==> src/design/i2cbs_pkg.sv <==
// Shared types and constants for the two-wire bus master bit sequencer.
// No dependencies; imported by i2cbs_step and i2c_master_bit_sequencer.
`default_nettype none

package i2cbs_pkg;

  localparam int unsigned RECOVERY_CLOCKS = 9;
  localparam int unsigned PHASE_W         = 3;
  localparam int unsigned TICK_W          = 16;
  localparam int unsigned UNITS_W         = 3;
  localparam logic [TICK_W-1:0] TICKS_RESET = 16'd100;

  typedef enum logic [2:0] {
    CMD_NONE    = 3'd0,
    CMD_START   = 3'd1,
    CMD_STOP    = 3'd2,
    CMD_WRITE   = 3'd3,
    CMD_READ    = 3'd4,
    CMD_SENSOR  = 3'd5,
    CMD_RECOVER = 3'd6
  } cmd_e_t;

  // Line levels and hold length of one step of a command.
  typedef struct packed {
    logic               scl;
    logic               sda;
    logic               drv;
    logic [UNITS_W-1:0] units;
  } step_t;

endpackage

`default_nettype wire

==> src/design/i2cbs_step.sv <==
// Step table: line levels and hold length for a command at a given phase.
// Depends on i2cbs_pkg.
`default_nettype none

module i2cbs_step (
  input  var i2cbs_pkg::cmd_e_t                cmd,
  input  var logic [i2cbs_pkg::PHASE_W-1:0]    phase,
  input  var logic                             tx_bit,
  input  var logic                             nack,
  output i2cbs_pkg::step_t                     step
);
  import i2cbs_pkg::*;

  localparam logic [2:0] ST_SCL = 3'b011;  // bit i is phase i
  localparam logic [2:0] ST_SDA = 3'b001;
  localparam logic [2:0] ST_UN1 = 3'b011;
  localparam logic [6:0] SS_SCL = 7'b0110110;
  localparam logic [6:0] SS_SDA = 7'b1100011;
  localparam logic [2:0] SP_SCL = 3'b110;
  localparam logic [2:0] SP_SDA = 3'b100;

  logic [PHASE_W-1:0] p2;
  logic [PHASE_W-1:0] p6;
  logic               c;
  logic               d;
  logic               drv;
  logic [UNITS_W-1:0] u;

  assign p2 = (phase > PHASE_W'(2)) ? PHASE_W'(2) : phase;
  assign p6 = (phase > PHASE_W'(6)) ? PHASE_W'(6) : phase;

  always_comb begin
    c   = 1'b0;
    d   = 1'b1;
    drv = 1'b1;
    u   = UNITS_W'(1);
    unique case (cmd)
      CMD_START: begin
        c = ST_SCL[p2[1:0]];
        d = ST_SDA[p2[1:0]];
        u = ST_UN1[p2[1:0]] ? UNITS_W'(1) : UNITS_W'(0);
      end
      CMD_SENSOR: begin
        c = SS_SCL[p6];
        d = SS_SDA[p6];
        unique case (p6)
          3'd3:    u = UNITS_W'(3);
          3'd6:    u = UNITS_W'(0);
          default: u = UNITS_W'(1);
        endcase
      end
      CMD_STOP: begin
        c = SP_SCL[p2[1:0]];
        d = SP_SDA[p2[1:0]];
        u = UNITS_W'(1);
      end
      CMD_WRITE: begin
        unique case (phase)
          3'd0:    begin c = 1'b0; d = tx_bit; u = UNITS_W'(2); end
          3'd1:    begin c = 1'b1; d = tx_bit; u = UNITS_W'(4); end
          3'd2:    begin c = 1'b0; d = tx_bit; u = UNITS_W'(2); end
          3'd3:    begin c = 1'b1; drv = 1'b0; u = UNITS_W'(1); end
          default: begin c = 1'b0; drv = 1'b0; u = UNITS_W'(0); end
        endcase
      end
      CMD_READ: begin
        unique case (phase)
          3'd0:    begin c = 1'b1; drv = 1'b0; u = UNITS_W'(3); end
          3'd1:    begin c = 1'b0; drv = 1'b0; u = UNITS_W'(2); end
          3'd2:    begin c = 1'b0; d = nack;   u = UNITS_W'(1); end
          3'd3:    begin c = 1'b1; d = nack;   u = UNITS_W'(2); end
          default: begin c = 1'b0; d = nack;   u = UNITS_W'(0); end
        endcase
      end
      default: begin
        // recovery: lead-in low, then clock pulses high on phase one
        c = (phase == PHASE_W'(1));
        u = UNITS_W'(1);
      end
    endcase
  end

  // A released line reads back as high.
  assign step.scl   = c;
  assign step.sda   = drv ? d : 1'b1;
  assign step.drv   = drv;
  assign step.units = u;

endmodule

`default_nettype wire

==> src/design/i2c_master_bit_sequencer.sv <==
// Top level of the two-wire bus master bit sequencer.
// Depends on i2cbs_pkg and i2cbs_step.
//
//   Channel   Ports                                  Content
//   input     in_tvalid/in_tready/in_tdata/in_tuser   one tick, optional command
//   result    out_tvalid/out_tready/out_tdata         line levels and status
//   config    cfg_wr_en/cfg_wr_data                   ticks_per_unit
//
// One request is taken every cycle; its result is registered and offered on
// the next cycle. A stalled result holds; the input keeps flowing while the
// result register is empty or being emptied in the same cycle.
// Synchronous active-low reset gives ticks_per_unit 100, idle, SCL low,
// SDA driven high.
`default_nettype none

module i2c_master_bit_sequencer (
  input  var logic        clk,
  input  var logic        rst_n,
  input  var logic        in_tvalid,
  output logic            in_tready,
  input  var logic [15:0] in_tdata,   // tx_byte[7:0], ack_level[8], sda_in[9], zero
  input  var logic [2:0]  in_tuser,   // kind[2:0]
  output logic            out_tvalid,
  input  var logic        out_tready,
  output logic [15:0]     out_tdata,  // scl_level, sda_level, sda_drive, busy_res,
                                      // done_res, rx_byte[12:5], ack_seen[13], zero
  input  var logic        cfg_wr_en,
  input  var logic [15:0] cfg_wr_data
);
  import i2cbs_pkg::*;

  localparam logic [4:0] REC_LAST = 5'(RECOVERY_CLOCKS);

  logic [TICK_W-1:0]  tpu_r;
  cmd_e_t             cmd_r, cmd_nxt;
  logic [PHASE_W-1:0] phase_r, phase_nxt;
  logic [TICK_W-1:0]  delay_r, delay_nxt;
  logic [UNITS_W-1:0] units_r, units_nxt;
  logic [3:0]         bit_r, bit_nxt;
  logic [7:0]         shift_r, shift_nxt;
  logic [7:0]         rx_r, rx_nxt;
  logic               scl_r, scl_nxt;
  logic               sda_r, sda_nxt;
  logic               drv_r, drv_nxt;
  logic               ack_r, ack_nxt;
  logic               nack_r, nack_nxt;
  logic               done_nxt;
  logic               enter;
  logic               finish;
  logic               out_tvalid_r;
  logic [15:0]        out_tdata_r;
  logic               accept;
  logic [TICK_W-1:0]  tick_m1;
  step_t              step;

  logic [2:0] kind;
  logic [7:0] tx_byte;
  logic       ack_level;
  logic       sda_in;

  assign kind      = in_tuser;
  assign tx_byte   = in_tdata[7:0];
  assign ack_level = in_tdata[8];
  assign sda_in    = in_tdata[9];

  assign in_tready = !out_tvalid_r || out_tready;
  assign accept    = in_tvalid && in_tready;
  assign tick_m1   = (tpu_r == '0) ? '0 : tpu_r - TICK_W'(1);

  // Sequencing: start a command, or advance to the next step or finish once both step timers have run out.
  always_comb begin
    cmd_nxt   = cmd_r;
    phase_nxt = phase_r;
    bit_nxt   = bit_r;
    shift_nxt = shift_r;
    rx_nxt    = rx_r;
    ack_nxt   = ack_r;
    nack_nxt  = nack_r;
    enter     = 1'b0;
    finish    = 1'b0;
    if (cmd_r == CMD_NONE) begin
      if (kind != 3'd0 && kind != 3'd7) begin
        cmd_nxt   = cmd_e_t'(kind);
        phase_nxt = '0;
        bit_nxt   = '0;
        shift_nxt = (cmd_e_t'(kind) == CMD_WRITE) ? tx_byte : 8'd0;
        nack_nxt  = ack_level;
        enter     = 1'b1;
      end
    end else if (delay_r == '0 && units_r == '0) begin
      unique case (cmd_r)
        CMD_START, CMD_STOP: begin
          if (phase_r >= PHASE_W'(2)) finish = 1'b1;
          else phase_nxt = phase_r + PHASE_W'(1);
        end
        CMD_SENSOR: begin
          if (phase_r >= PHASE_W'(6)) finish = 1'b1;
          else phase_nxt = phase_r + PHASE_W'(1);
        end
        CMD_WRITE: begin
          case (phase_r) inside
            3'd0, 3'd1: phase_nxt = phase_r + PHASE_W'(1);
            3'd2: begin
              shift_nxt = {shift_r[6:0], 1'b0};
              if (bit_r >= 4'd7) begin
                phase_nxt = PHASE_W'(3);
              end else begin
                bit_nxt   = bit_r + 4'd1;
                phase_nxt = '0;
              end
            end
            3'd3: begin
              ack_nxt   = sda_in;
              phase_nxt = PHASE_W'(4);
            end
            default: finish = 1'b1;
          endcase
        end
        CMD_READ: begin
          case (phase_r) inside
            3'd0: begin
              shift_nxt = {shift_r[6:0], sda_in};
              phase_nxt = PHASE_W'(1);
            end
            3'd1: begin
              if (bit_r >= 4'd7) begin
                rx_nxt    = shift_r;
                phase_nxt = PHASE_W'(2);
              end else begin
                bit_nxt   = bit_r + 4'd1;
                phase_nxt = '0;
              end
            end
            3'd2, 3'd3: phase_nxt = phase_r + PHASE_W'(1);
            default:    finish = 1'b1;
          endcase
        end
        CMD_RECOVER: begin
          case (phase_r) inside
            3'd0, 3'd1: phase_nxt = phase_r + PHASE_W'(1);
            default: begin
              // after the last recovery clock, hand over to a sensor start
              if ({1'b0, bit_r} + 5'd1 >= REC_LAST) begin
                cmd_nxt   = CMD_SENSOR;
                phase_nxt = '0;
              end else begin
                bit_nxt   = bit_r + 4'd1;
                phase_nxt = PHASE_W'(1);
              end
            end
          endcase
        end
        default: ;
      endcase
      if (finish) begin
        cmd_nxt   = CMD_NONE;
        phase_nxt = '0;
      end else begin
        enter = 1'b1;
      end
    end
  end

  i2cbs_step u_step (
    .cmd    (cmd_nxt),
    .phase  (phase_nxt),
    .tx_bit (shift_nxt[7]),
    .nack   (nack_nxt),
    .step   (step)
  );

  // Line levels and step timers.
  always_comb begin
    scl_nxt   = scl_r;
    sda_nxt   = sda_r;
    drv_nxt   = drv_r;
    delay_nxt = delay_r;
    units_nxt = units_r;
    done_nxt  = finish;
    if (cmd_r != CMD_NONE && delay_r != '0) begin
      delay_nxt = delay_r - TICK_W'(1);
    end else if (cmd_r != CMD_NONE && units_r != '0) begin
      units_nxt = units_r - UNITS_W'(1);
      delay_nxt = tick_m1;
    end
    if (enter) begin
      scl_nxt = step.scl;
      sda_nxt = step.sda;
      drv_nxt = step.drv;
      if (step.units == '0) begin
        delay_nxt = '0;
        units_nxt = '0;
      end else begin
        delay_nxt = tick_m1;
        units_nxt = step.units - UNITS_W'(1);
      end
    end
  end

  always_ff @(posedge clk) begin
    if (!rst_n) begin
      tpu_r <= TICKS_RESET;
    end else if (cfg_wr_en) begin
      tpu_r <= cfg_wr_data;
    end
  end

  always_ff @(posedge clk) begin
    if (!rst_n) begin
      cmd_r   <= CMD_NONE;
      phase_r <= '0;
      delay_r <= '0;
      units_r <= '0;
      bit_r   <= '0;
      shift_r <= '0;
      rx_r    <= '0;
      scl_r   <= 1'b0;
      sda_r   <= 1'b1;
      drv_r   <= 1'b1;
      ack_r   <= 1'b0;
      nack_r  <= 1'b0;
    end else if (accept) begin
      cmd_r   <= cmd_nxt;
      phase_r <= phase_nxt;
      delay_r <= delay_nxt;
      units_r <= units_nxt;
      bit_r   <= bit_nxt;
      shift_r <= shift_nxt;
      rx_r    <= rx_nxt;
      scl_r   <= scl_nxt;
      sda_r   <= sda_nxt;
      drv_r   <= drv_nxt;
      ack_r   <= ack_nxt;
      nack_r  <= nack_nxt;
    end
  end

  always_ff @(posedge clk) begin
    if (!rst_n) begin
      out_tvalid_r <= 1'b0;
    end else if (accept) begin
      out_tvalid_r <= 1'b1;
    end else if (out_tready) begin
      out_tvalid_r <= 1'b0;
    end
  end

  always_ff @(posedge clk) begin
    if (accept) begin
      out_tdata_r <= {2'b00, ack_nxt, rx_nxt, done_nxt, (cmd_nxt != CMD_NONE),
                      drv_nxt, sda_nxt, scl_nxt};
    end
  end

  assign out_tvalid = out_tvalid_r;
  assign out_tdata  = out_tdata_r;

  // Idle implies both step timers have run out.
  a_idle_timers: assert property (@(posedge clk) disable iff (!rst_n)
    cmd_r == CMD_NONE |-> (delay_r == '0 && units_r == '0))
    else $error("timers running while idle");

  // A done pulse only ends a command that was running.
  a_done_from_busy: assert property (@(posedge clk) disable iff (!rst_n)
    accept && done_nxt |-> cmd_r != CMD_NONE && cmd_nxt == CMD_NONE)
    else $error("done without a running command");

  // Every request leaves a result behind.
  a_result_follows: assert property (@(posedge clk) disable iff (!rst_n)
    accept |=> out_tvalid_r)
    else $error("request without result");

  // Released SDA always reads back high.
  a_released_high: assert property (@(posedge clk) disable iff (!rst_n)
    !drv_r |-> sda_r)
    else $error("released SDA not high");

endmodule

`default_nettype wire

==> config.mk <==
export PLATFORM = sky130hd
export DESIGN_NAME = i2c_master_bit_sequencer
export DESIGN_NICKNAME = d
export VERILOG_FILES = /design/src/design/i2cbs_pkg.sv /design/src/design/i2cbs_step.sv /design/src/design/i2c_master_bit_sequencer.sv
export SDC_FILE = /design/constraint.sdc
export NUM_CORES = 1
export LEC_CHECK = 0
export ABC_AREA = 1
export BUFFER_PORTS_ARGS = -buffer_cell sky130_fd_sc_hd__buf_2
export CORE_ASPECT_RATIO = 1.1
export CORE_MARGIN = 3
export CORE_UTILIZATION = 53
export CTS_BUF_LIST = sky130_fd_sc_hd__clkbuf_2
export DETAILED_ROUTE_END_ITERATION = 8
export GPL_ROUTABILITY_DRIVEN = 0
export PLACE_DENSITY = 0.73
export SKIP_LAST_GASP = 1
export SYNTH_ARGS = -nofsm -noshare
export SYNTH_HDL_FRONTEND = slang
export SYNTH_SLANG_ARGS = --single-unit
==> constraint.sdc <==
create_clock -name clk -period 8.5 [get_ports clk]
set_input_delay 0.85 -clock clk [delete_from_list [all_inputs] [get_ports clk]]
set_output_delay 0.85 -clock clk [all_outputs]
set_load 0.01 [all_outputs]
==> results of run 1 <==
[how the worst max path moves through the flow]
stage / slack (ns) / end
after floorplan: 5.34 / delay_r[4]
after global placement: 4.73 / delay_r[6]
after detailed placement: 4.63 / delay_r[6]
after CTS: 4.64 / delay_r[6]
after global routing: 4.14 / delay_r[6]
final: 4.56 / delay_r[6]
[power by group through the flow]
stage / Combinational (uW) / Clock (uW) / Sequential [uW]
6_report: 366 / 232 / 459
5_1_grt: 417 / 247 / 464
4_1_cts: 361 / 235 / 458
3_5_place_dp: 359 / 0 / 466
3_3_place_gp: 348 / 0 / 464
2_1_floorplan: 277 / 0 / 463
[Yosys cell counts (2+ instances only)]
master,n
nand2_1,152
inv_1,112
nor2_1,97
o21ai_0,69
dfxtp_1,67
a21oi_1,58
nand3_1,52
ha_1,18
clkbuf_1,16
xor2_1,15
edfxtp_1,14
inv_2,14
nand2_2,13
nor3_1,13
a31oi_1,8
nor2_2,8
nand4_1,6
a211oi_1,5
a32oi_1,5
nor4_1,5
a221oi_1,4
nand3b_1,4
o211ai_1,4
or2_2,4
a21oi_2,3
a221oi_2,3
nand3_2,3
nor2_4,3
o21ai_1,3
a21oi_4,2
a22oi_1,2
buf_4,2
clkinv_1,2
mux2_2,2
nand2_4,2
nor3_2,2
[critical path: cells and delay by family, from the launching register on]
kind	cells	cell delay (ns)
AND/OR/NAND/NOR	17	1.84
AO/OA/AOI/OAI	2	0.58
flip-flops	1	0.55
adder cells (fa/ha/maj)	2	0.45
buffers and inverters	2	0.41
[through the flow]
stage	std cells	power, uW	hold slack (ns)
floorplan	815	740.2	0.4329
global placement	968	812.9	0.4426
detailed placement	968	825.0	0.4524
CTS	984	1055	0.4360
global route	984	1127	0.4333
finish	984	1056	0.4526
[registers in the layout, indices dropped and copies added (netlist names), 3 cells and up]
name and count:
shift_r 8, phase_r 3, bit_r 4, out_tdata 14
cmd_r 3, delay_r 16, tpu_r 16, units_r 3
rx_r 8
[cells in the final DEF, fill, tap and decap left out, types with 5 or more instances in the layout]
cell type,synthesis,final
nand2_1,152,152
inv_1,112,112
nor2_1,97,97
o21ai_0,69,69
dfxtp_1,67,67
a21oi_1,58,58
nand3_1,52,52
buf_2,1,49
ha_1,18,18
xor2_1,15,15
inv_2,14,14
edfxtp_1,14,14
nand2_2,13,13
nor3_1,13,13
clkbuf_2,0,9
nor2_2,8,8
a31oi_1,8,8
nand4_1,6,6
a211oi_1,5,5
nor4_1,5,5
a32oi_1,5,5
buf_4,2,5
[final cells by class]
type                            count  area (sq um)  share of cell area [%]
Inverter                          129         486.7                   8.181
Sequential cell                    81          1762                   29.61
Clock inverter                      7         82.58                   1.388
Timing Repair Buffer               54         282.8                   4.753
Clock buffer                        9         45.04                  0.7571
Multi-Input combinational cell    584          3141                   52.79
Tap cell                          120         150.1                   2.524
[cells by family after synthesis]
logic type / share of synthesized area (%)
XOR/XNOR: 2.557
flip-flops: 32.15
AO/OA/AOI/OAI: 19.48
buffers and inverters: 10.62
AND/OR/NAND/NOR: 30.43
adder cells (fa/ha/maj): 4.110
multiplexers: 0.5936
other: 0.06843
[per-layer routing]
layer	vias up	part of all wire, %
met4	0	2.7
met1	2498	44
met3	37	6.2
met2	187	47
li1	2767	-
met5	-	0
==> key figures, run 1 <==
STA
  • Fmax: 253.9 MHz
  • Final setup vio count: 0
  • RSZ-0062 raised after global routing: false
  • Fin. Hold Viols: 0
  • Slew at the pin closest to its max-slew limit: 0.6801 ns
  • Max-slew violations: 0
  • Worst slew margin: 54.55%
  • Setup TNS Final: 0 ns
  • Final Skew: 0.01098 ns
  • Crit path time final: 3.938 ns
  • Crit share post-route: 46.33%
  • Final worst slack: 4.562 ns

Clock tree
  • Setup Buffers After CTS: 0
  • Clock sink total: 81
  • H-tree depth: 3
  • Clk buf depth: 2
  • Root Buffer: clkbuf_2
  • CTS tree: yes
  • Clock Latency Late Sink: 0.58 ns
  • Clock slew at reported path FFs: 0.25 ns
  • Hold-fix buffers, CTS: 0
  • CTS resizes: 0
  • Cts bufs inserted: 9

Worst setup path
  • R2r setup slk: 4.56 ns
  • Crit Path Category: flop to flop
  • Peak fanout along the critical path: 12
  • Crit. End Element: flop
  • FF-to-FF path depth: 23
  • CP cell instances: inv_1 -> ha_1 -> nand2_1 -> nand2_2 -> inv_1 -> nand3_1 -> nand3_1 -> nand3_1 -> nand3_1 -> nand2_1 -> nand2_2 -> nand2_4 -> nor2_1 -> nand2_1 -> nand2_1 -> nor2_1 -> nand2_1 -> nor2_1 -> ha_1 -> or2_4 -> a21oi_4 -> nand3_1 -> a221oi_1
  • FF-to-FF Start: phase_r[0]
  • Required @ worst endpoint: 9.00 ns
  • Worst Setup SP: phase_r[0]
  • CP max stage delay: 0.55 ns
  • R2R Path End: delay_r[6]
  • Setup crit start kind: flop
  • Max stage delay cell, worst path: dfxtp_1
  • Critical Path AT: 4.44 ns

Floorplan
  • Rows: 38
  • Die H: 112.7 microns
  • # IOs: 58
  • Die width: 103.0 microns
  • Core Region: 0.009985 sq mm
  • Starting Density: 54.89%
  • Die area: 0.01160 sq mm

GRT
  • GRT met1 Usage: 32.30%
  • First-pass GRT wire length: 23,490 microns
  • GR Util met3: 4.288%
  • M2 GR Usage: 40.52%
  • Largest net degree at the start of global routing: 35
  • GR peak layer: met2
  • GR Util All Layers: 24.83%
  • Vias in the first global route: 5,248
  • Initial antenna violation count: 0
  • GRT overflow: 0

Pwr
  • Flop pwr share: 43.4%
  • Peak supply drop: 0.1101 mV
  • Int Power: 624.3 uW
  • Power share of the clock group: 21.9%
  • Leak: 0.002854 uW
  • Pwr/cell area: 177.5 mW/mm^2
  • Switching part of the total power: 40.87%
  • Logic pwr share: 34.6%
  • Switching Power: 431.5 uW

Placed design
  • IO buf count: 49
  • DP Worst Slack: 4.626 ns
  • Dpl hpwl: 10,150 microns
  • Placed Area: 0.005822 sq mm

Synth
  • Avg Synthesized Cell Area: 6.733 sq um
  • Yosys warning count: 0
  • Yosys reg bits: 81
  • Register area share after synthesis: 32.15%
  • Yosys top cell by area: dfxtp_1
  • Share of Yosys cell area claimed by the top area cell type: 24.47%
  • Distinct cells, synth: 58
  • Post-synth EDFFs: 14
  • Ys async rst share: 0%
  • Post-Syn Area: 0.005480 sq mm
  • Synth Instances: 814
  • Area contributors post-synth: dfxtp_1, nand2_1, edfxtp_1, inv_1, nor2_1
  • Top FF cell, synth: dfxtp_1

Drt
  • Wirelength per Cell: 13.90 microns
  • Drt drc: 0
  • Vias: 5,489
  • Total routed wirelength: 13,680 microns
  • Routed vias/inst: 5.578
  • DRT iter0 DRCs: 411
  • Detailed Routing Iterations Pass 1: 7
  • Routed Antenna Nets: 0

Finish
  • Final core occ: 59.59%
  • Ant. Diodes: 0
  • Area grow syn2layout: 8.562%
  • Fillers: 951
  • Share of cells above drive strength 1: 15.74%
  • Finished Cell Area: 0.005949 sq mm
  • NumNets Final: 917

Worst hold path
  • Worst hold path endpoint: tpu_r[5]
  • Worst Hold Path Cells: 3
  • Min-Delay Path Class: input pin to flop
  • HP Start: cfg_wr_data[5]

Flow run
  • Max-Cap Viols: 0

Run status
  • Outcome: completed
No activity file was read; power rests on OpenSTA's default activity.
==> run 2, diff against run 1 <==
- clock period: 8.5 -> 3.8 ns (I/O delays scaled with it)
==> key figures, run 2 (synthesized netlist as in run 1, its figures left out) <==
STA
  • Fmax: 266.0 MHz (+4.8%)
  • Fin. Hold Viols: 0 (unchanged)
  • Setup TNS Final: 0 ns (unchanged)
  • Max-slew violations: 0 (unchanged)
  • Slew at the pin closest to its max-slew limit: 0.6730 ns (-0.007080 ns)
  • Worst slew margin: 54.72% (+0.17 points)
  • Final Hold Slack: 0.04222 ns (-0.4104 ns)
  • Crit path time final: 3.759 ns (-0.1787 ns)
  • Final setup vio count: 0 (unchanged)
  • Crit share post-route: 98.93% (+53 points)
  • Final Skew: 0.03992 ns (+0.02894 ns)

Drt
  • Drt drc: 0 (unchanged)
  • Vias: 5,695 (+3.8%)
  • DR top layer: met4
  • Routed Antenna Nets: 0 (unchanged)
  • Wirelength per Cell: 14.54 microns (+4.6%)
  • Met2 routed WL: 7073 microns (+10%)
  • DRT iter0 DRCs: 382 (-7.1%)
  • Routed vias/inst: 5.633 (+0.98%)
  • Total routed wirelength: 14,700 microns (+7.5%)
  • Detailed Routing Iterations Pass 1: 5 (-2)
  • Routed wire length on met3: 986 microns (+16%)
  • M1 WL: 6188 microns (+2.7%)

Floorplan
  • Starting Density: 54.89% (unchanged)
  • Core Region: 0.009985 sq mm (unchanged)
  • Rows: 38 (unchanged)
  • Die H: 112.7 microns (unchanged)
  • Die width: 103.0 microns (unchanged)
  • # IOs: 58 (unchanged)
  • Die area: 0.01160 sq mm (unchanged)

Finish
  • Fin cells: 1,011 (+2.7%)
  • Finished Cell Area: 0.006274 sq mm (+5.4%)
  • Share of cells above drive strength 1: 20.31% (+4.6 points)
  • Ant. Diodes: 0 (unchanged)
  • NumNets Final: 944 (+2.9%)
  • Area grow syn2layout: 14.47%
  • Leading cell type in the layout, fill and taps excluded: nand2_1
  • Commonest non-fill, non-tap cells in the layout: nand2_1, inv_1, nor2_1, o21ai_0, dfxtp_1

Worst setup path
  • Crit. End Element: flop
  • Crit Path Category: flop to flop
  • CP max stage delay: 0.46 ns (-0.09 ns)
  • Top cell by count, worst path: nand3_1
  • CP cell instances: nor2_2 -> nand2_2 -> o21ai_2 -> inv_1 -> nand2_1 -> nor2_1 -> nand3_1 -> nand3_1 -> nand2_1 -> nand2_2 -> nand2_4 -> clkbuf_2 -> ha_1 -> nand3_1 -> nand3_2 -> nor2_1 -> ha_1 -> or2_4 -> a21oi_4 -> nand3_1 -> a221oi_1
  • Setup crit start kind: flop
  • Peak fanout along the critical path: 6 (-6)
  • Required @ worst endpoint: 4.26 ns (-4.74 ns)
  • Critical Path AT: 4.22 ns (-0.22 ns)
  • Max stage delay cell, worst path: dfxtp_1

GRT
  • GR Util All Layers: 25.75% (+0.92 points)
  • GRT overflow: 0 (unchanged)
  • Initial antenna violation count: 0 (unchanged)
  • Vias in the first global route: 5,443 (+3.7%)
  • First-pass GRT wire length: 24,490 microns (+4.3%)
  • Largest net degree at the start of global routing: 35 (unchanged)

Placed design
  • Placed Cells incl. Taps: 978 (+1.0%)
  • Dpl hpwl: 10,560 microns (+4.0%)
  • IO buf count: 49 (unchanged)
  • Placed Area: 0.005897 sq mm (+1.3%)

Pwr
  • Flop pwr share: 41.6% (-1.8 points)
  • Int Power: 1458 uW (+130%)
  • Power share of the clock group: 21.1% (-0.8 points)
  • Peak supply drop: 0.2135 mV (+94%)
  • Logic pwr share: 37.3% (+2.7 points)
  • Leak: 0.003014 uW (+5.6%)
  • Switching part of the total power: 41.02% (+0.16 points)
  • Post-layout power: 2472 uW (+130%)
  • Pwr/cell area: 394.0 mW/mm^2 (+120%)
  • Switching Power: 1014 uW (+140%)

Clock tree
  • Clock sink total: 81 (unchanged)
  • H-tree depth: 3 (unchanged)
  • Cts bufs inserted: 9 (unchanged)
  • Clk buf depth: 2 (unchanged)
  • Root Buffer: clkbuf_2
  • Clock Latency Late Sink: 0.57 ns (about the same)
  • Clock slew at reported path FFs: 0.29 ns (+0.04 ns)
  • CTS tree: yes

Worst hold path
  • Min-Delay Path Class: input pin to flop

Flow run
  • Max-Cap Viols: 0 (unchanged)

Run status
  • Outcome: completed
## run 2: cell count changes in the layout (fill, tap and decap cells not counted), moves of 3 or more
cell and delta:
buf_4 +21, dfxtp_1 -5, dfxtp_2 +4, dlygate4sd3_1 +4
inv_1 -3, nand2_1 -6, nand2_2 +3, nand2_4 +3
nand3_1 -3, nor2_2 -3, nor2_4 +5
## run 2: final cells by class
class | count | area [sq um]
clock inverter | 7 | 83.83
multi-input combinational | 584 | 3238
clock buffer | 9 | 45.04
sequential | 81 | 1770
inverter | 129 | 489.2
fill | 913 | 3711
tap | 120 | 150.1
timing repair buffer | 81 | 496.7
## run 2: critical path: cells and delay by family (launching register included)
kind                       cells  cell delay (ns)
and+or+nand+nor               14             1.85
buffers and inverters          2             0.29
AOI/OAI and AO/OA              3             0.70
adders and majority gates      2             0.35
DFF                            1             0.46
## run 2: path summary, 6_finish.rpt
kind	start	end	slack, ns	cells past startpoint
hold reg to reg	units_r[1]	units_r[1]	0.51	2
hold / removal	cfg_wr_data[12]	tpu_r[12]	0.04	3
setup reg to reg	cmd_r[0]	delay_r[6]	0.04	21
setup / recovery	cmd_r[0]	delay_r[6]	0.04	21
## run 2: layer usage
| layer | vias up | global-route usage (%) |
|---|---|---|
| li1 | 2822 | - |
| met1 | 2591 | 33.44 |
| met3 | 47 | 4.226 |
| met5 | - | 0 |
| met4 | 0 | 10.62 |
| met2 | 235 | 42.02 |
## run 2: power by group through the flow
stage          sequential [uW]  clock, uW  combinational [uW]
2_1_floorplan             1040          0                 620
3_3_place_gp              1040          0                 804
3_5_place_dp              1040          0                 834
4_1_cts                   1020        529                 841
5_1_grt                   1040        560                1030
6_report                  1030        521                 923
## run 2: repair_timing
action                     CTS  global route
setup buffers                0            13
setup endpoints to repair    0            17
hold endpoints to repair     4             0
gates resized for setup      0            35
hold buffers                 4             0
## run 2: through the flow
stage	util, %	setup WS (ns)
3_3_place_gp	59.06	0.2441
5_1_grt	62.83	-0.1543
2_1_floorplan	-	0.6876
4_1_cts	60.75	0.01384
3_5_place_dp	59.06	0.1083
6_report	62.83	0.04077
